[src/rtl/core/dd_odo_pkg.sv]
// Shared types, constants and helper functions for the differential-drive odometry block.
`default_nettype none

package dd_odo_pkg;

  // Fraction bits of positions, displacements and velocities
  localparam int POS_FRAC_BITS = 16;
  localparam int LIN_SHIFT     = 25 - POS_FRAC_BITS;
  localparam int DIST_SHIFT    = 24 - POS_FRAC_BITS;
  localparam int HEAD_SHIFT    = 16 + POS_FRAC_BITS;

  // Shared multiplier operand and product widths
  localparam int MUL_W  = 34;
  localparam int PROD_W = 2 * MUL_W;

  // Divider: dividend is a 64-bit magnitude times 10^6, divisor the 48-bit interval
  localparam int NUM_W  = 84;
  localparam int DEN_W  = 48;
  localparam int QBITS  = 33;
  localparam int QCNT_W = $clog2(QBITS + 1);

  localparam logic [31:0] USEC_PER_SEC   = 32'd1000000;
  localparam logic [31:0] INV_TWO_PI_Q32 = 32'd683565276;

  // CORDIC
  localparam int CORDIC_STEPS  = 14;
  localparam int STEP_W        = $clog2(CORDIC_STEPS);
  localparam int CS_W          = 34;
  localparam int ANG_W         = 17;
  localparam logic signed [CS_W-1:0] CORDIC_GAIN = 34'sd652032874;
  localparam logic signed [ANG_W-1:0] QUARTER_TURN = 17'sd16384;
  localparam logic signed [ANG_W-1:0] HALF_TURN    = 17'sd32768;

  // Register indexes of the configuration port
  localparam int CFG_IDX_W = 2;
  localparam logic [CFG_IDX_W-1:0] REG_DIST_PER_TICK  = 2'd0;
  localparam logic [CFG_IDX_W-1:0] REG_INV_WHEEL_BASE = 2'd1;

  typedef struct packed {
    logic [31:0] left_count;
    logic [31:0] right_count;
    logic [47:0] stamp_us;
  } sample_t;

  typedef struct packed {
    logic signed [31:0] linear_speed;
    logic signed [31:0] turn_rate;
    logic signed [31:0] pos_x;
    logic signed [31:0] pos_y;
    logic [15:0]        heading;
    logic               zero_interval;
  } result_t;

  // Divider status seen by the sequencer
  typedef struct packed {
    logic             busy;
    logic             ovf;
    logic [QBITS-1:0] quot;
  } div_res_t;

  typedef enum logic [3:0] {
    ST_IDLE,
    ST_MUL_LIN,
    ST_MUL_DIST,
    ST_MUL_ANG_LO,
    ST_MUL_ANG_HI,
    ST_SPD_LIN_LO,
    ST_SPD_LIN_HI,
    ST_DIV_LIN,
    ST_SPD_ANG_HI,
    ST_NUM_ANG,
    ST_CS_WAIT,
    ST_MUL_Y,
    ST_MUL_HEAD,
    ST_HEAD_CAP,
    ST_WAIT_LIN,
    ST_WAIT_ANG
  } state_t;

  // Arctangent of 2^-i in heading units
  function automatic logic signed [ANG_W-1:0] atan_unit(input logic [STEP_W-1:0] i);
    logic signed [ANG_W-1:0] r;
    unique case (i)
      4'd0:    r = 17'sd8192;
      4'd1:    r = 17'sd4836;
      4'd2:    r = 17'sd2555;
      4'd3:    r = 17'sd1297;
      4'd4:    r = 17'sd651;
      4'd5:    r = 17'sd326;
      4'd6:    r = 17'sd163;
      4'd7:    r = 17'sd81;
      4'd8:    r = 17'sd41;
      4'd9:    r = 17'sd20;
      4'd10:   r = 17'sd10;
      4'd11:   r = 17'sd5;
      4'd12:   r = 17'sd3;
      4'd13:   r = 17'sd1;
      default: r = 17'sd0;
    endcase
    return r;
  endfunction

  // Apply a sign to a magnitude and clamp to signed 32 bits
  function automatic logic [31:0] sat32(input logic neg, input logic [63:0] mag);
    logic [63:0] n;
    n = 64'd0 - mag;
    if (neg) begin
      return (mag > 64'h8000_0000) ? 32'h8000_0000 : n[31:0];
    end
    return (mag > 64'h7FFF_FFFF) ? 32'h7FFF_FFFF : mag[31:0];
  endfunction

endpackage

`default_nettype wire

[src/rtl/core/dd_odo_mul.sv]
// Shared signed multiplier with a registered product.
`default_nettype none

module dd_odo_mul (
  input  wire logic                                    clk,
  input  wire logic signed [dd_odo_pkg::MUL_W-1:0]     a,
  input  wire logic signed [dd_odo_pkg::MUL_W-1:0]     b,
  output      logic signed [dd_odo_pkg::PROD_W-1:0]    prod
);

  always_ff @(posedge clk) begin
    prod <= a * b;
  end

endmodule

`default_nettype wire

[config.mk]
export PLATFORM = sky130hd
export DESIGN_NAME = dd_odo_mul
export DESIGN_NICKNAME = d
export VERILOG_FILES = /design/src/rtl/core/dd_odo_pkg.sv /design/src/rtl/core/dd_odo_mul.sv
export SDC_FILE = /design/constraint.sdc
export NUM_CORES = 2
export LEC_CHECK = 0
export BUFFER_PORTS_ARGS = -buffer_cell sky130_fd_sc_hd__buf_4
export CAP_MARGIN = 15
export CORE_ASPECT_RATIO = 0.5
export CORE_MARGIN = 2
export CORE_UTILIZATION = 60
export CTS_CLUSTER_DIAMETER = 100
export CTS_CLUSTER_SIZE = 10
export DETAILED_ROUTE_END_ITERATION = 12
export GPL_ROUTABILITY_DRIVEN = 0
export PLACE_DENSITY = 0.88
export SYNTH_ARGS = -nofsm -noshare
export SYNTH_HDL_FRONTEND = slang
export SYNTH_SLANG_ARGS = --single-unit
[constraint.sdc]
create_clock -name clk -period 9 [get_ports clk]
set_clock_uncertainty 0.2 [all_clocks]
set_input_delay 0.9 -clock clk [delete_from_list [all_inputs] [get_ports clk]]
set_output_delay 0.9 -clock clk [all_outputs]
set_load 0.01 [all_outputs]
==> summary.md <==
| Metric | Value |
|---|---|
| First-pass GRT wire length | `185000 um` |
| Hold Fails Final Rpt | `0` |
| Initial drt markers | `2864` |
| Netlist cell types | `69` |
| Critical Path Sink | `prod[65]$_DFF_P_` |
| Post-route ant nets | `0` |
| Hpwl dp | `90500 um` |
| Initial antenna violation count | `3` |
| Bufs on Longest Clock Path | `2` |
| Initial Utilization | `about three fifths` |
| Setup TNS | `0 ns` |
| # hold bufs at CTS | `0` |
| Setup crit start | `b[2]` |
| CTS Buf Count | `9` |
| Main synth FF type | `dfxtp_1` |
| Via Count | `31200` |
| GRT overflow | `0` |
| Synth Net Count | `around 6100` |
| Wire per inst | `20.4 um` |
| Clock slew at reported path FFs | `0.07 ns` |
| DR pass1 iterations | `6` |
| Worst path depth | `25` |
| Drt drc | `0` |
| Top cells by area, synth | `fa_1 (58%), inv_1 (11%), and2_1 (9.0%)` |
| Mapped Cells | `between 4000 and 5000` |
| Worst Hold Class | `in2reg` |
| Worst-Margin Slew | `1.02 ns` |
| Largest net degree at the start of global routing | `35` |
| Register area share after synthesis | `3.16%` |
| Buf/Inv on CP | `5` |
| CP max stage delay | `0.84 ns` |
| Req. time, crit path | `9.11 ns` |
| EDFF count, synth | `0` |
| Global Route Usage Sum | `between 30% and 40%` |
| Vias in the first global route | `36500` |
| # rows | `69` |
| Clock sinks | `a little under 70` |
| CTS H-tree depth | `3` |
| Vias per cell | `5.71` |
| Synthesized cell area | `about 0.043 mm2` |
| Tcrit/Tclk final | `95.2%` |
| Post-cts repair resize count | `0` |
| Max-capacitance violation count | `0` |
| Final Setup Violations | `0` |
| Slowest cell on crit path | `fa_1` |
| Kind of launch point of the worst setup path | `input pin` |
| RSZ-0062 raised after global routing | `no` |
| CP top delay family | `adder cells` |
| Yosys warnings | `0` |
| Post-synth top area share | `57.7%` |
| Ports | `137` |
| Detailed Route WL | `roughly 110000 um` |
| Max-slew headroom | `31.7%` |
| Postcts setup bufs | `0` |
| Worst setup path class | `in2reg` |
| Worst Path Max Fanout | `34` |
| Asr flop ratio synth | `0%` |
| Die X | `between 300 and 400 um` |
| Mapped Avg Cell Area | `9.45 um2` |
| Final Max Tran Viols | `0` |
| CP most frequent cell | `fa_1` |
| Syn-to-layout area delta | `4.38%` |
| Layout cells sized above 1 | `between 4 and 5%` |
| Max reg flops | `68` |
| Status | `complete, no violations` |
| Synthesis-stage register bit count | `68` |
| CORE AREA | `0.0710 mm2` |
| Final Critical Period | `8.56 ns` |
| Die Ht | `193 um` |
| Port buffer count | `136` |
| Largest regs | `prod: 68 flops` |
| CTS root buffer | `clkbuf_16` |
| Fmax | `around 0.12 GHz` |
| Register bank with the most flops | `prod` |
| Critical Path AT | `8.67 ns` |
| Largest area contributor in the netlist | `fa_1` |
| CP endpoint kind | `register` |
| Nets@finish | `6017` |
| Die area | `0.0740 mm2` |
| CTS tree | `yes` |
[worst min path at each step]
| stage | start | to | slack, ns | depth (start not counted) |
|---|---|---|---|---|
| after floorplan | a[0] | prod[0]$_DFF_P_ | 0.83 | 1 |
| after global placement | prod[9]$_DFF_P_ | prod[9] | 1.09 | 1 |
| after detailed placement | prod[6]$_DFF_P_ | prod[6] | 1.09 | 1 |
| after CTS | a[0] | prod[0]$_DFF_P_ | 0.72 | 2 |
| after global routing | a[0] | prod[0]$_DFF_P_ | 0.73 | 2 |
| final | a[0] | prod[0]$_DFF_P_ | 0.74 | 2 |
[metal layers]
metal	global-route usage, %	wire length [um]	up-vias
li1	-	-	12700
met1	37.3	36500	16000
met2	54.1	55700	1941
met3	6.94	11000	635
met4	20.3	8260	0
met5	0	0	-
[per-stage QoR]
step	hold slack [ns]	utilization, %	instances	worst slack [ns]	cell area (um2)
2_1_floorplan	0.827	-	4554	0.410	43000
3_3_place_gp	1.09	62.8	5450	0.423	44600
3_5_place_dp	1.09	62.8	5450	0.183	44600
4_1_cts	0.719	63.3	5466	0.576	44900
5_1_grt	0.727	63.3	5468	0.125	44900
6_report	0.740	63.3	5468	0.435	44900
[cells in the final DEF (no fill, tap or decap), types with 7 or more instances in the layout]
cell type	count
a21o_1	37
a21oi_1	61
a31oi_1	7
and2_1	621
buf_4	166
clkbuf_16	9
dfxtp_1	68
fa_1	1241
ha_1	204
inv_1	1231
nand2_1	542
nand2b_1	20
nand3_1	11
nand4_1	11
nor2_1	54
nor2b_1	9
o21ai_0	31
o21ai_1	7
o21bai_1	12
xnor2_1	56
xor2_1	23
[synth_stat cells (3+ instances only)]
cell type	n
fa_1	1241
inv_1	1231
and2_1	621
nand2_1	542
clkbuf_1	214
ha_1	204
dfxtp_1	68
a21oi_1	61
xnor2_1	56
nor2_1	54
a21o_1	37
o21ai_0	31
xor2_1	23
nand2b_1	20
o21bai_1	12
nand3_1	11
nand4_1	11
nor2b_1	9
a31oi_1	7
o21ai_1	7
a211oi_1	6
and3_1	5
nor3_1	5
buf_4	4
o21a_1	4
or2_2	4
a221oi_1	3
and3_2	3
o211ai_1	3
o41ai_1	3
o41ai_2	3
[kinds of logic after synthesis]
logic type / Yosys count / synth area share (%)
fa+ha+maj: 1445 / 63.7
simple gates: 1296 / 15.4
compound gates: 206 / 3.35
buf+inv: 1460 / 12.8
xor+xnor: 79 / 1.61
flops: 68 / 3.16
[cell type report]
type / count / area [um2]
diodes: 2 / 5.00
clock inverters: 6 / 95.1
clock buffers: 10 / 239
fillers: 5252 / 26100
multi-input cells: 3026 / 36100
inverters: 1232 / 4620
repair buffers: 166 / 1250
well taps: 958 / 1200
flip-flops and latches: 68 / 1360
Power is left out: the tool's default activity adds up to more than one toggle a clock period on the data nets, which glitch-free logic cannot reach.
