## src/rtl/core/dd_odo_pkg.sv

```systemverilog
// Shared types, constants and helper functions for the differential-drive odometry block.
`default_nettype none

package dd_odo_pkg;

  // Fraction bits of positions, displacements and velocities
  localparam int POS_FRAC_BITS = 16;
  localparam int LIN_SHIFT     = 25 - POS_FRAC_BITS;
  localparam int DIST_SHIFT    = 24 - POS_FRAC_BITS;
  localparam int HEAD_SHIFT    = 16 + POS_FRAC_BITS;

  // Shared multiplier operand and product widths
  localparam int MUL_W  = 34;
  localparam int PROD_W = 2 * MUL_W;

  // Divider: dividend is a 64-bit magnitude times 10^6, divisor the 48-bit interval
  localparam int NUM_W  = 84;
  localparam int DEN_W  = 48;
  localparam int QBITS  = 33;
  localparam int QCNT_W = $clog2(QBITS + 1);

  localparam logic [31:0] USEC_PER_SEC   = 32'd1000000;
  localparam logic [31:0] INV_TWO_PI_Q32 = 32'd683565276;

  // CORDIC
  localparam int CORDIC_STEPS  = 14;
  localparam int STEP_W        = $clog2(CORDIC_STEPS);
  localparam int CS_W          = 34;
  localparam int ANG_W         = 17;
  localparam logic signed [CS_W-1:0] CORDIC_GAIN = 34'sd652032874;
  localparam logic signed [ANG_W-1:0] QUARTER_TURN = 17'sd16384;
  localparam logic signed [ANG_W-1:0] HALF_TURN    = 17'sd32768;

  // Register indexes of the configuration port
  localparam int CFG_IDX_W = 2;
  localparam logic [CFG_IDX_W-1:0] REG_DIST_PER_TICK  = 2'd0;
  localparam logic [CFG_IDX_W-1:0] REG_INV_WHEEL_BASE = 2'd1;

  typedef struct packed {
    logic [31:0] left_count;
    logic [31:0] right_count;
    logic [47:0] stamp_us;
  } sample_t;

  typedef struct packed {
    logic signed [31:0] linear_speed;
    logic signed [31:0] turn_rate;
    logic signed [31:0] pos_x;
    logic signed [31:0] pos_y;
    logic [15:0]        heading;
    logic               zero_interval;
  } result_t;

  // Divider status seen by the sequencer
  typedef struct packed {
    logic             busy;
    logic             ovf;
    logic [QBITS-1:0] quot;
  } div_res_t;

  typedef enum logic [3:0] {
    ST_IDLE,
    ST_MUL_LIN,
    ST_MUL_DIST,
    ST_MUL_ANG_LO,
    ST_MUL_ANG_HI,
    ST_SPD_LIN_LO,
    ST_SPD_LIN_HI,
    ST_DIV_LIN,
    ST_SPD_ANG_HI,
    ST_NUM_ANG,
    ST_CS_WAIT,
    ST_MUL_Y,
    ST_MUL_HEAD,
    ST_HEAD_CAP,
    ST_WAIT_LIN,
    ST_WAIT_ANG
  } state_t;

  // Arctangent of 2^-i in heading units
  function automatic logic signed [ANG_W-1:0] atan_unit(input logic [STEP_W-1:0] i);
    logic signed [ANG_W-1:0] r;
    unique case (i)
      4'd0:    r = 17'sd8192;
      4'd1:    r = 17'sd4836;
      4'd2:    r = 17'sd2555;
      4'd3:    r = 17'sd1297;
      4'd4:    r = 17'sd651;
      4'd5:    r = 17'sd326;
      4'd6:    r = 17'sd163;
      4'd7:    r = 17'sd81;
      4'd8:    r = 17'sd41;
      4'd9:    r = 17'sd20;
      4'd10:   r = 17'sd10;
      4'd11:   r = 17'sd5;
      4'd12:   r = 17'sd3;
      4'd13:   r = 17'sd1;
      default: r = 17'sd0;
    endcase
    return r;
  endfunction

  // Apply a sign to a magnitude and clamp to signed 32 bits
  function automatic logic [31:0] sat32(input logic neg, input logic [63:0] mag);
    logic [63:0] n;
    n = 64'd0 - mag;
    if (neg) begin
      return (mag > 64'h8000_0000) ? 32'h8000_0000 : n[31:0];
    end
    return (mag > 64'h7FFF_FFFF) ? 32'h7FFF_FFFF : mag[31:0];
  endfunction

endpackage

`default_nettype wire

```

## src/rtl/core/dd_odo_div.sv

```systemverilog
// Restoring divider, one quotient bit per cycle, with overflow detect.
`default_nettype none

module dd_odo_div (
  input  wire logic                              clk,
  input  wire logic                              rst,
  input  wire logic                              start,
  input  wire logic [dd_odo_pkg::NUM_W-1:0]      num,
  input  wire logic [dd_odo_pkg::DEN_W-1:0]      den,
  output      dd_odo_pkg::div_res_t              res
);

  localparam int QB = dd_odo_pkg::QBITS;
  localparam int DW = dd_odo_pkg::DEN_W;
  localparam int NW = dd_odo_pkg::NUM_W;

  logic [DW-1:0]                  rem;
  logic [DW-1:0]                  dvs;
  logic [QB-1:0]                  low;
  logic [QB-1:0]                  quot;
  logic [dd_odo_pkg::QCNT_W-1:0]  cnt;
  logic                           busy;
  logic                           ovf;
  logic [DW:0]                    trial;
  logic                           fits;

  // Trial subtract of the shifted remainder
  always_comb begin
    trial = {rem, low[QB-1]};
    fits  = trial >= {1'b0, dvs};
  end

  // Control
  always_ff @(posedge clk) begin
    if (rst) begin
      busy <= 1'b0;
    end else if (start) begin
      busy <= 1'b1;
    end else if (busy && (ovf || cnt == '0)) begin
      busy <= 1'b0;
    end
  end

  // Datapath
  always_ff @(posedge clk) begin
    if (start) begin
      ovf  <= num[NW-1:QB] >= {{(NW-QB-DW){1'b0}}, den};
      rem  <= num[QB+DW-1:QB];
      low  <= num[QB-1:0];
      dvs  <= den;
      quot <= '0;
      cnt  <= dd_odo_pkg::QCNT_W'(QB);
    end else if (busy && !ovf && cnt != '0) begin
      rem  <= fits ? DW'(trial - {1'b0, dvs}) : trial[DW-1:0];
      quot <= {quot[QB-2:0], fits};
      low  <= {low[QB-2:0], 1'b0};
      cnt  <= cnt - 1'b1;
    end
  end

  assign res.busy = busy;
  assign res.ovf  = ovf;
  assign res.quot = quot;

`ifndef ASSERT_OFF
  a_start_idle: assert property (@(posedge clk) disable iff (rst)
    start |-> !busy) else $error("divider started while busy");
  a_cnt_range: assert property (@(posedge clk) disable iff (rst)
    busy |-> cnt <= dd_odo_pkg::QCNT_W'(QB)) else $error("divider count out of range");
  a_done: assert property (@(posedge clk) disable iff (rst)
    (busy && cnt == '0 && !start) |=> !busy) else $error("divider failed to finish");
`endif

endmodule

`default_nettype wire

```

## config.mk

```make
export PLATFORM = sky130hd
export DESIGN_NAME = dd_odo_div
export DESIGN_NICKNAME = d
export VERILOG_FILES = /design/src/rtl/core/dd_odo_pkg.sv /design/src/rtl/core/dd_odo_div.sv
export SDC_FILE = /design/constraint.sdc
export NUM_CORES = 1
export LEC_CHECK = 0
export BUFFER_PORTS_ARGS = -buffer_cell sky130_fd_sc_hd__buf_2
export CAP_MARGIN = 15
export CORE_ASPECT_RATIO = 0.9
export CORE_MARGIN = 8
export CORE_UTILIZATION = 52
export DETAILED_ROUTE_END_ITERATION = 6
export GPL_TIMING_DRIVEN = 0
export HOLD_SLACK_MARGIN = 0.02
export PLACE_DENSITY = 0.82
export SYNTH_ARGS = -nofsm -noshare
export SYNTH_HDL_FRONTEND = slang
export SYNTH_SLANG_ARGS = --single-unit
```

## constraint.sdc

```tcl
create_clock -name clk -period 3.4 [get_ports clk]
set_clock_uncertainty 0.1 [all_clocks]
set_input_delay 0.17 -clock clk [delete_from_list [all_inputs] [get_ports clk]]
set_output_delay 0.17 -clock clk [all_outputs]
set_load 0.1 [all_outputs]
```

==> run metrics <==
Total Power about 8.3 mW; critical path type flip-flop to flip-flop; Residual DRC 0; CP Capture Type flip-flop; vias in the first global route 10,065; Horiz. Die Dim 169.4 um; CTS tree built; Max-Cap Viols 0; Compound-Gate Fraction of Synth Area 0.1744; Final period util 1.038; routed vias/inst slightly below 6; Post-Synth XOR/XNOR Area 0.03740; I/O Buffers 169; Worst-Skew Late Latency approximately 0.45 ns; register area share after synthesis 0.4274; post-synthesis simple-gate area fraction 0.1242; Placed Cells incl. Taps ~1,600; multi-input gate area in the final layout 5896 um2; FF+latch count, synth 170; adder-cell share of the synthesized area 0.1132; fillers between 1,000 and 1,500; Seq. cell area 4705 um2; Slew Viols, Final 0; CTS Sinks 170; First-pass DRT Iterations 5; Area growth syn-to-layout 34.39%; pin count of the biggest net entering global routing just under 60; Max VDD drop 468.7 uV; Final Hold Fails 0; HP Class input pin to flip-flop; H-Tree Depth 4; library cells used by synthesis 67; failing checks setup timing; core area between 20,000 and 25,000 um2; leakage roughly 6.6 nW; Clock Tree Root clkbuf_16; Worst-path clk slew approximately 0.080 ns; Crit path arrival time 3.60 ns; routed wire length 33,900 um; Vias slightly above 10,000; Synth Instances 1,132; cell area after synthesis ~11,000 um2; Placed Instance Area 12,270 um2; asr flop ratio synth 0; CTS Buffer Depth 2; TritonCTS Buffers 17; starting density of the core 0.5299; post-layout util 0.7122; first-pass GRT wire length 52,500 um; pre-CTS setup slack -0.7448 ns; Setup violations, final 36; Post-synth EDFFs 130; hpwl dp 22,470 um; Hold WS 0.06553 ns; Warnings, synthesis 0; Post-synth top flop edfxtp_1; critical path data required time between 3 and 4 ns; ANT cells 0; post-route ant nets 0; Cell Rows 50; syn_area_per_cell 9.723 um2; Worst Tran Pin Value 0.7050 ns; Slew headroom 0.5300; TNS Setup -2.486 ns; nets 1,707; Mapped Nets ~1,400; worst-path fanout max 8; Worst setup SP type flip-flop; initial antenna violation count 0; die area between 20,000 and 30,000 um2; most frequent cells in the layout buf_2, nand2_1, edfxtp_1; 1st-iter DRT viols 1,000; Final Instance Area about 15,000 um2; final non-filler cell total ~1,800; routed len/inst 19.13 um; largest family of logic cells by synthesized area compound AO/OA/AOI/OAI gates; gpl congestion roughly 0.94; Total GRT Usage 0.2500; I/O pin count 170; Tmin final between 3 and 4 ns; status finished with violations; fmax 283.5 MHz; mux share of post-synthesis cell area 0.06002; commonest non-fill, non-tap cell in the layout buf_2; Remaining Overflow, GRT 0; RSZ-0062 raised after global routing yes; final setup margin -0.1275 ns; power per cell area 564.1 nW/um2; layout cell share with drive strength beyond 1 0.2248; Chip Height 154.0 um
## logic make-up (layout without fill, tap and decap cells)
| logic type | Yosys count | in the layout |
|---|---|---|
| AOI/OAI and AO/OA | 302 | 302 |
| and+or+nand+nor | 289 | 289 |
| DFF | 170 | 170 |
| buffers and inverters | 163 | 517 |
| adders and majority gates | 99 | 99 |
| muxes | 62 | 62 |
| xor gates and xnor gates | 47 | 47 |
## metal layers
layer | track usage | vias to the layer above | routed length (um)
met3 | 0.05452 | 63 | 3079
met2 | 0.4170 | 540 | 16110
met1 | 0.3193 | 4858 | 13950
met4 | 0.07537 | 0 | 762
met5 | 0 | - | 0
li1 | - | 4757 | -
## worst max-delay path, cell delays in order, from the launching register on
cell	delay [ns]
edfxtp_1	0.45
ha_4	0.30
nor2b_4	0.18
o2111ai_4	0.17
a31oi_4	0.18
o211ai_1	0.14
buf_4	0.17
a2111oi_4	0.38
o2111ai_2	0.19
a21oi_2	0.25
o2bb2ai_4	0.13
buf_12	0.18
buf_12	0.14
mux2i_2	0.19
o21ai_1	0.09
## cells in the mapped netlist, types with 24 or more instances
library cell,n,area share
a21o_1,47,0.032
a21oi_1,100,0.045
clkbuf_1,34,0.012
dfxtp_1,40,0.073
edfxtp_1,130,0.35
ha_1,98,0.11
inv_1,109,0.037
mux2_2,32,0.033
mux2i_1,30,0.027
nand2_1,150,0.051
nor2_1,32,0.011
o21ai_0,64,0.029
xor2_1,24,0.019
## final timing paths
kind,start,to,slack (ns),cells past startpoint
worst max register to register,rem[0]$_DFFE_PP_,rem[24]$_DFFE_PP_,-0.13,14
worst max-delay path,rem[0]$_DFFE_PP_,rem[24]$_DFFE_PP_,-0.13,14
worst min-delay path,num[83],ovf$_DFFE_PP_,0.07,4
worst min register to register,quot[25]$_SDFFE_PP0P_,quot[26]$_SDFFE_PP0P_,0.37,2
## state kept, by name, summed over array words and instances (netlist names)
signal  count
cnt         6
rem        48
low        33
quot       33
ovf         1
busy        1
dvs        48
## layout make-up
cell class | instances | area share
buffer | 51 | 0.02385
clock buffer | 17 | 0.02876
clock inverter | 15 | 0.01396
inverter | 109 | 0.02766
multi-input combinational | 799 | 0.3986
sequential | 170 | 0.3181
tap | 286 | 0.02419
timing repair buffer | 325 | 0.1649
## power breakdown
group          switching (mW)  internal [mW]
sequential              0.132           2.55
combinational            1.92           1.67
clock                    1.05           1.03
## repair_timing
action | in CTS | in global routing
pin swaps | 17 | 13
resized for setup | 68 | 57
hold buffers | 129 | 0
endpoints found under the setup margin | 49 | 49
gates cloned | 1 | 4
setup buffers | 10 | 12
endpoints found under the hold margin | 129 | 0
No activity file was read; power rests on OpenSTA's default activity.
