**src/rtl/core/dd_odo_pkg.sv**
```systemverilog
// Shared types, constants and helper functions for the differential-drive odometry block.
`default_nettype none

package dd_odo_pkg;

  // Fraction bits of positions, displacements and velocities
  localparam int POS_FRAC_BITS = 16;
  localparam int LIN_SHIFT     = 25 - POS_FRAC_BITS;
  localparam int DIST_SHIFT    = 24 - POS_FRAC_BITS;
  localparam int HEAD_SHIFT    = 16 + POS_FRAC_BITS;

  // Shared multiplier operand and product widths
  localparam int MUL_W  = 34;
  localparam int PROD_W = 2 * MUL_W;

  // Divider: dividend is a 64-bit magnitude times 10^6, divisor the 48-bit interval
  localparam int NUM_W  = 84;
  localparam int DEN_W  = 48;
  localparam int QBITS  = 33;
  localparam int QCNT_W = $clog2(QBITS + 1);

  localparam logic [31:0] USEC_PER_SEC   = 32'd1000000;
  localparam logic [31:0] INV_TWO_PI_Q32 = 32'd683565276;

  // CORDIC
  localparam int CORDIC_STEPS  = 14;
  localparam int STEP_W        = $clog2(CORDIC_STEPS);
  localparam int CS_W          = 34;
  localparam int ANG_W         = 17;
  localparam logic signed [CS_W-1:0] CORDIC_GAIN = 34'sd652032874;
  localparam logic signed [ANG_W-1:0] QUARTER_TURN = 17'sd16384;
  localparam logic signed [ANG_W-1:0] HALF_TURN    = 17'sd32768;

  // Register indexes of the configuration port
  localparam int CFG_IDX_W = 2;
  localparam logic [CFG_IDX_W-1:0] REG_DIST_PER_TICK  = 2'd0;
  localparam logic [CFG_IDX_W-1:0] REG_INV_WHEEL_BASE = 2'd1;

  typedef struct packed {
    logic [31:0] left_count;
    logic [31:0] right_count;
    logic [47:0] stamp_us;
  } sample_t;

  typedef struct packed {
    logic signed [31:0] linear_speed;
    logic signed [31:0] turn_rate;
    logic signed [31:0] pos_x;
    logic signed [31:0] pos_y;
    logic [15:0]        heading;
    logic               zero_interval;
  } result_t;

  // Divider status seen by the sequencer
  typedef struct packed {
    logic             busy;
    logic             ovf;
    logic [QBITS-1:0] quot;
  } div_res_t;

  typedef enum logic [3:0] {
    ST_IDLE,
    ST_MUL_LIN,
    ST_MUL_DIST,
    ST_MUL_ANG_LO,
    ST_MUL_ANG_HI,
    ST_SPD_LIN_LO,
    ST_SPD_LIN_HI,
    ST_DIV_LIN,
    ST_SPD_ANG_HI,
    ST_NUM_ANG,
    ST_CS_WAIT,
    ST_MUL_Y,
    ST_MUL_HEAD,
    ST_HEAD_CAP,
    ST_WAIT_LIN,
    ST_WAIT_ANG
  } state_t;

  // Arctangent of 2^-i in heading units
  function automatic logic signed [ANG_W-1:0] atan_unit(input logic [STEP_W-1:0] i);
    logic signed [ANG_W-1:0] r;
    unique case (i)
      4'd0:    r = 17'sd8192;
      4'd1:    r = 17'sd4836;
      4'd2:    r = 17'sd2555;
      4'd3:    r = 17'sd1297;
      4'd4:    r = 17'sd651;
      4'd5:    r = 17'sd326;
      4'd6:    r = 17'sd163;
      4'd7:    r = 17'sd81;
      4'd8:    r = 17'sd41;
      4'd9:    r = 17'sd20;
      4'd10:   r = 17'sd10;
      4'd11:   r = 17'sd5;
      4'd12:   r = 17'sd3;
      4'd13:   r = 17'sd1;
      default: r = 17'sd0;
    endcase
    return r;
  endfunction

  // Apply a sign to a magnitude and clamp to signed 32 bits
  function automatic logic [31:0] sat32(input logic neg, input logic [63:0] mag);
    logic [63:0] n;
    n = 64'd0 - mag;
    if (neg) begin
      return (mag > 64'h8000_0000) ? 32'h8000_0000 : n[31:0];
    end
    return (mag > 64'h7FFF_FFFF) ? 32'h7FFF_FFFF : mag[31:0];
  endfunction

endpackage

`default_nettype wire

```
**src/rtl/core/dd_odo_cordic.sv**
```systemverilog
// Iterative CORDIC giving cosine and sine of the heading, one rotation per cycle.
`default_nettype none

module dd_odo_cordic (
  input  wire logic                                  clk,
  input  wire logic                                  rst,
  input  wire logic                                  start,
  input  wire logic [15:0]                           heading,
  output      logic signed [dd_odo_pkg::CS_W-1:0]    cos_val,
  output      logic signed [dd_odo_pkg::CS_W-1:0]    sin_val,
  output      logic                                  done
);

  localparam int W  = dd_odo_pkg::CS_W;
  localparam int AW = dd_odo_pkg::ANG_W;
  localparam int SW = dd_odo_pkg::STEP_W;

  logic signed [W-1:0]  x, y, xs, ys, xn, yn, xneg, yneg;
  logic signed [AW-1:0] z, zn, hz, hz_fold, atan;
  logic [SW-1:0]        step;
  logic                 flip, flip_in, busy, last;

  // Quadrant folding of the start angle
  always_comb begin
    hz      = {heading[15], heading};
    hz_fold = hz;
    flip_in = 1'b0;
    if (hz > dd_odo_pkg::QUARTER_TURN) begin
      hz_fold = hz - dd_odo_pkg::HALF_TURN;
      flip_in = 1'b1;
    end else if (hz < -dd_odo_pkg::QUARTER_TURN) begin
      hz_fold = hz + dd_odo_pkg::HALF_TURN;
      flip_in = 1'b1;
    end
  end

  // One rotation; shifts truncate toward zero
  always_comb begin
    xneg = -x;
    yneg = -y;
    xs   = x[W-1] ? -(xneg >>> step) : (x >>> step);
    ys   = y[W-1] ? -(yneg >>> step) : (y >>> step);
    atan = dd_odo_pkg::atan_unit(step);
    if (z >= 0) begin
      xn = x - ys;
      yn = y + xs;
      zn = z - atan;
    end else begin
      xn = x + ys;
      yn = y - xs;
      zn = z + atan;
    end
    last = step == SW'(dd_odo_pkg::CORDIC_STEPS - 1);
  end

  always_ff @(posedge clk) begin
    if (rst) begin
      busy <= 1'b0;
      done <= 1'b0;
    end else if (start) begin
      busy <= 1'b1;
      done <= 1'b0;
    end else if (busy && last) begin
      busy <= 1'b0;
      done <= 1'b1;
    end
  end

  always_ff @(posedge clk) begin
    if (start) begin
      x    <= dd_odo_pkg::CORDIC_GAIN;
      y    <= '0;
      z    <= hz_fold;
      flip <= flip_in;
      step <= '0;
    end else if (busy) begin
      x    <= (last && flip) ? -xn : xn;
      y    <= (last && flip) ? -yn : yn;
      z    <= zn;
      step <= step + 1'b1;
    end
  end

  assign cos_val = x;
  assign sin_val = y;

`ifndef ASSERT_OFF
  a_excl: assert property (@(posedge clk) disable iff (rst)
    !(busy && done)) else $error("cordic busy and done together");
  a_fold: assert property (@(posedge clk) disable iff (rst)
    start |=> (z <= dd_odo_pkg::QUARTER_TURN && z >= -dd_odo_pkg::QUARTER_TURN))
    else $error("cordic angle not folded");
  a_finish: assert property (@(posedge clk) disable iff (rst)
    (busy && last && !start) |=> done) else $error("cordic failed to finish");
`endif

endmodule

`default_nettype wire

```
**config.mk**
```make
export PLATFORM = sky130hd
export DESIGN_NAME = dd_odo_cordic
export DESIGN_NICKNAME = d
export VERILOG_FILES = /design/src/rtl/core/dd_odo_pkg.sv /design/src/rtl/core/dd_odo_cordic.sv
export SDC_FILE = /design/constraint.sdc
export NUM_CORES = 1
export LEC_CHECK = 0
export BUFFER_PORTS_ARGS = -buffer_cell sky130_fd_sc_hd__buf_4
export CAP_MARGIN = 20
export CORE_MARGIN = 1
export CORE_UTILIZATION = 49
export CTS_CLUSTER_DIAMETER = 30
export DETAILED_ROUTE_END_ITERATION = 8
export PLACE_DENSITY_LB_ADDON = 0.2
export SYNTH_ARGS = -nofsm -noshare
export SYNTH_HDL_FRONTEND = slang
export SYNTH_SLANG_ARGS = --single-unit
```
**constraint.sdc**
```tcl
create_clock -name clk -period 9.21 [get_ports clk]
set_input_delay 1.3815 -clock clk [delete_from_list [all_inputs] [get_ports clk]]
set_output_delay 1.3815 -clock clk [all_outputs]
set_load 0.005 [all_outputs]
```
==> metrics.md <==
| Metric | Value |
|---|---|
| Outcome | completed |
| Startpoint Class | flop |
| Post-route minimum period | ~9 ns |
| Maximum clock path buffer count | 2 |
| Die width | roughly 220 um |
| Layout Skew | 0.0215 ns |
| Worst reg-to-reg setup slack | 0.26 ns |
| Total track usage | 0.446 |
| Vias in the first global route | around 28k |
| Routed wire per std cell | 27.1 um |
| Rows | 80 |
| Antenna-violating nets left | 0 |
| Post-route DRC | 0 |
| Fin. Hold Viols | 0 |
| YS warnings | 0 |
| Pwr Density | around 440 mW/mm2 |
| Final core occ | 0.574 |
| CP startpoint | sin_val[8] |
| Layout fillers | ~4.6k |
| Cells after Synth | about 3.5k |
| Yosys top cell area share | 0.0731 |
| H-Tree Depth | 3 |
| R2R cell count | 29 |
| Cell Area, Synth | between 0.02 and 0.025 mm2 |
| Clock Root Buffer | clkbuf_16 |
| Top cell by count, worst path | xnor2_1 |
| Yosys cell types | roughly 110 |
| Met1 GRT Util | 0.575 |
| Crit-path max cell delay | about 0.59 ns |
| Setup-failing EPs final | 0 |
| Detailed router's first-iteration violation count | 4115 |
| Ys async rst share | 0 |
| Critical Path AT | a little over 9 ns |
| Final net count | 3737 |
| Slew Limit Fails | 0 |
| Die ar. | about 0.05 mm2 |
| Gr ovfl total | 0 |
| Post-synth top area cell | dfxtp_1 |
| CTS buffer count | 9 |
| Mapped Avg Cell Area | 6.92 um2 |
| Fin crit share | 0.971 |
| Vias per cell | 7.10 |
| Io pins | 88 |
| Gp weighted congestion | around 1.1 |
| Commonest non-fill, non-tap cell in the layout | buf_4 |
| Post-synth EDFFs | 18 |
| Clock-pin slew on the worst setup and hold paths | 0.09 ns |
| Reg2Reg Launch Point | sin_val[8] |
| Die H | around 220 um |
| Most frequent cells in the layout | 411 x buf_4, 332 x nor2_1, 322 x nand2_1, 234 x o21ai_0, 201 x a21oi_1 |
| Reg2reg end | cos_val[33] |
| Max Fclk | roughly 110 MHz |
| Gr busiest metal | met2 |
| Share of cells above drive strength 1 | 0.185 |
| Initial core utilization | 0.501 |
| Global-route wire length before repair | 171 mm |
| Area grow syn2layout | 14.6% |
| Crit path max fanout | 16 |
| Initial antenna violation count | 1 |
| #FFs+latches synth | roughly 110 |
| Post-synthesis sequential area ratio | 0.0955 |
| Max_cap viols | 0 |
| Final WL | about 120 mm |
| DRT Pass-1 Iters | 8 |
| Hold Crit Start | done |
| CP endpoint kind | flop |
| Met2 GRT Util | 0.692 |
| Pin count of the biggest net entering global routing | 76 |
| Max-Slew Margin vs Limit | 0.197 |
| Dominant cells by area after synthesis | dfxtp_1 7.3%, xnor2_1 6.0%, ha_1 5.2%, nor2_1 5.2%, nand2_1 5.0% |
| GRT met3 Usage | 0.113 |
| Total number of vias | between 30k and 40k |
| Design Power | roughly 0.012 W |
| HP Class | flop to flop |
| CTS tree | done |
| Skew-Pair Late Insertion Delay | between 0.4 and 0.5 ns |
| Core footprint | 0.0481 mm2 |
| Clk sink count | approximately 110 |
| Leakage Power | around 11 nW |
| Max stage delay cell, worst path | or4_1 |
| HPWL after DPL | around 91 mm |
| Main synth FF type | dfxtp_1 |
| Post-Syn Nets | about 3.6k |
| WHS Path Cells | 2 |
| PortBufs | 87 |
| Hold EP | done |
| Setup TNS | 0 ns |
| Buf/Inv on CP | 1 |
| CP delay by family, top | simple AND/OR/NAND/NOR gates |
| Setup CP Type | flop to flop |
| Peak VDD IR | roughly 290 uV |
| Worst slew pin tran | ~1.2 ns |
| CP required | approximately 9.5 ns |
| CTS Hold Bufs | 0 |
[cells by family (layout without fill, tap and decap cells)]
family / Yosys count / after routing / synth area share
fa+ha+maj: 104 / 104 / 0.0549
simple gates: 1364 / 1364 / 0.295
buf+inv: 399 / 535 / 0.0665
mux: 153 / 153 / 0.0831
other cells: 0 / 1 / 0
xor+xnor: 270 / 270 / 0.0984
compound gates: 1087 / 1087 / 0.306
flops: 106 / 106 / 0.0955
[worst max path at each step]
stage	end	cells after the start	slack, ns
finish	cos_val[33]	29	0.26
floorplan	cos_val[33]	37	0.29
global route	sin_val[33]	37	-0.06
CTS	sin_val[33]	32	0.04
global placement	cos_val[33]	36	0.28
detailed placement	sin_val[33]	35	0.02
[registers in the layout, summed over array words and instances (netlist names)]
name / cells
atan: 14
z: 17
step: 4
done: 1
busy: 1
flip: 1
cos_val: 34
sin_val: 34
[synth_stat cells, types with 18 or more instances]
master,count
ha_1,101
and2_1,33
or2_2,34
nand3_1,96
nand2b_1,38
nand2_1,322
a21oi_1,202
nand4_1,67
nor3_1,115
mux2i_1,85
nor2b_1,24
o311ai_0,18
mux2_2,33
xnor2_1,166
or4_1,31
dfxtp_1,88
or3_1,53
clkbuf_1,201
a211oi_1,101
o21a_1,29
and3_1,38
mux4_2,34
buf_2,54
o211ai_1,62
xor2_1,103
o21ai_0,236
buf_1,36
nor4_1,64
a21o_1,48
edfxtp_1,18
nor2_1,334
inv_1,97
a31oi_1,61
o31ai_1,50
o22ai_1,21
[worst register-to-register path, delay by kind of cell (launching register included)]
kind / cells / cell delay (ns)
compound gates: 9 / 2.50
flops: 1 / 0.47
buf+inv: 1 / 0.24
mux: 2 / 0.58
simple gates: 12 / 3.95
xor+xnor: 4 / 0.60
fa+ha+maj: 1 / 0.49
[power breakdown]
part	internal [W]	leakage, nW	switching, W
clock network	0.000196	0.151	0.000243
registers	0.000632	0.914	0.000304
logic	0.00437	9.68	0.00651
total	0.00520	10.7	0.00706
[per-layer routing]
metal / vias up / share of wire
li1: 13442 / -
met1: 14523 / 0.40
met2: 1994 / 0.43
met3: 385 / 0.12
met4: 2 / 0.054
met5: - / 0.00011
[area by class of cell]
cell class	instances	area, um2	area share
tap	656	821	0.0297
timing repair buffer	418	3220	0.116
sequential	106	2320	0.0841
clock buffer	9	225	0.00815
inverter	101	380	0.0138
multi-input combinational	2978	20600	0.745
antenna	1	2.50	0.0000906
clock inverter	7	86.3	0.00313
[stage by stage]
stage	cells	worst slack [ns]	hold slack [ns]	instance area (um2)
2_1_floorplan	3483	0.290	0.509	24100
3_3_place_gp	4239	0.284	0.508	26800
3_5_place_dp	4239	0.0206	0.531	26800
4_1_cts	4255	0.0421	0.554	27100
5_1_grt	4275	-0.0558	0.590	27600
6_report	4276	0.264	0.552	27600
[repair_timing]
item | in CTS | in global routing
setup buffers | 0 | 20
pin swaps | 0 | 17
setup endpoints to repair | 1 | 17
gates resized for setup | 1 | 72
No activity file was read; power rests on OpenSTA's default activity.
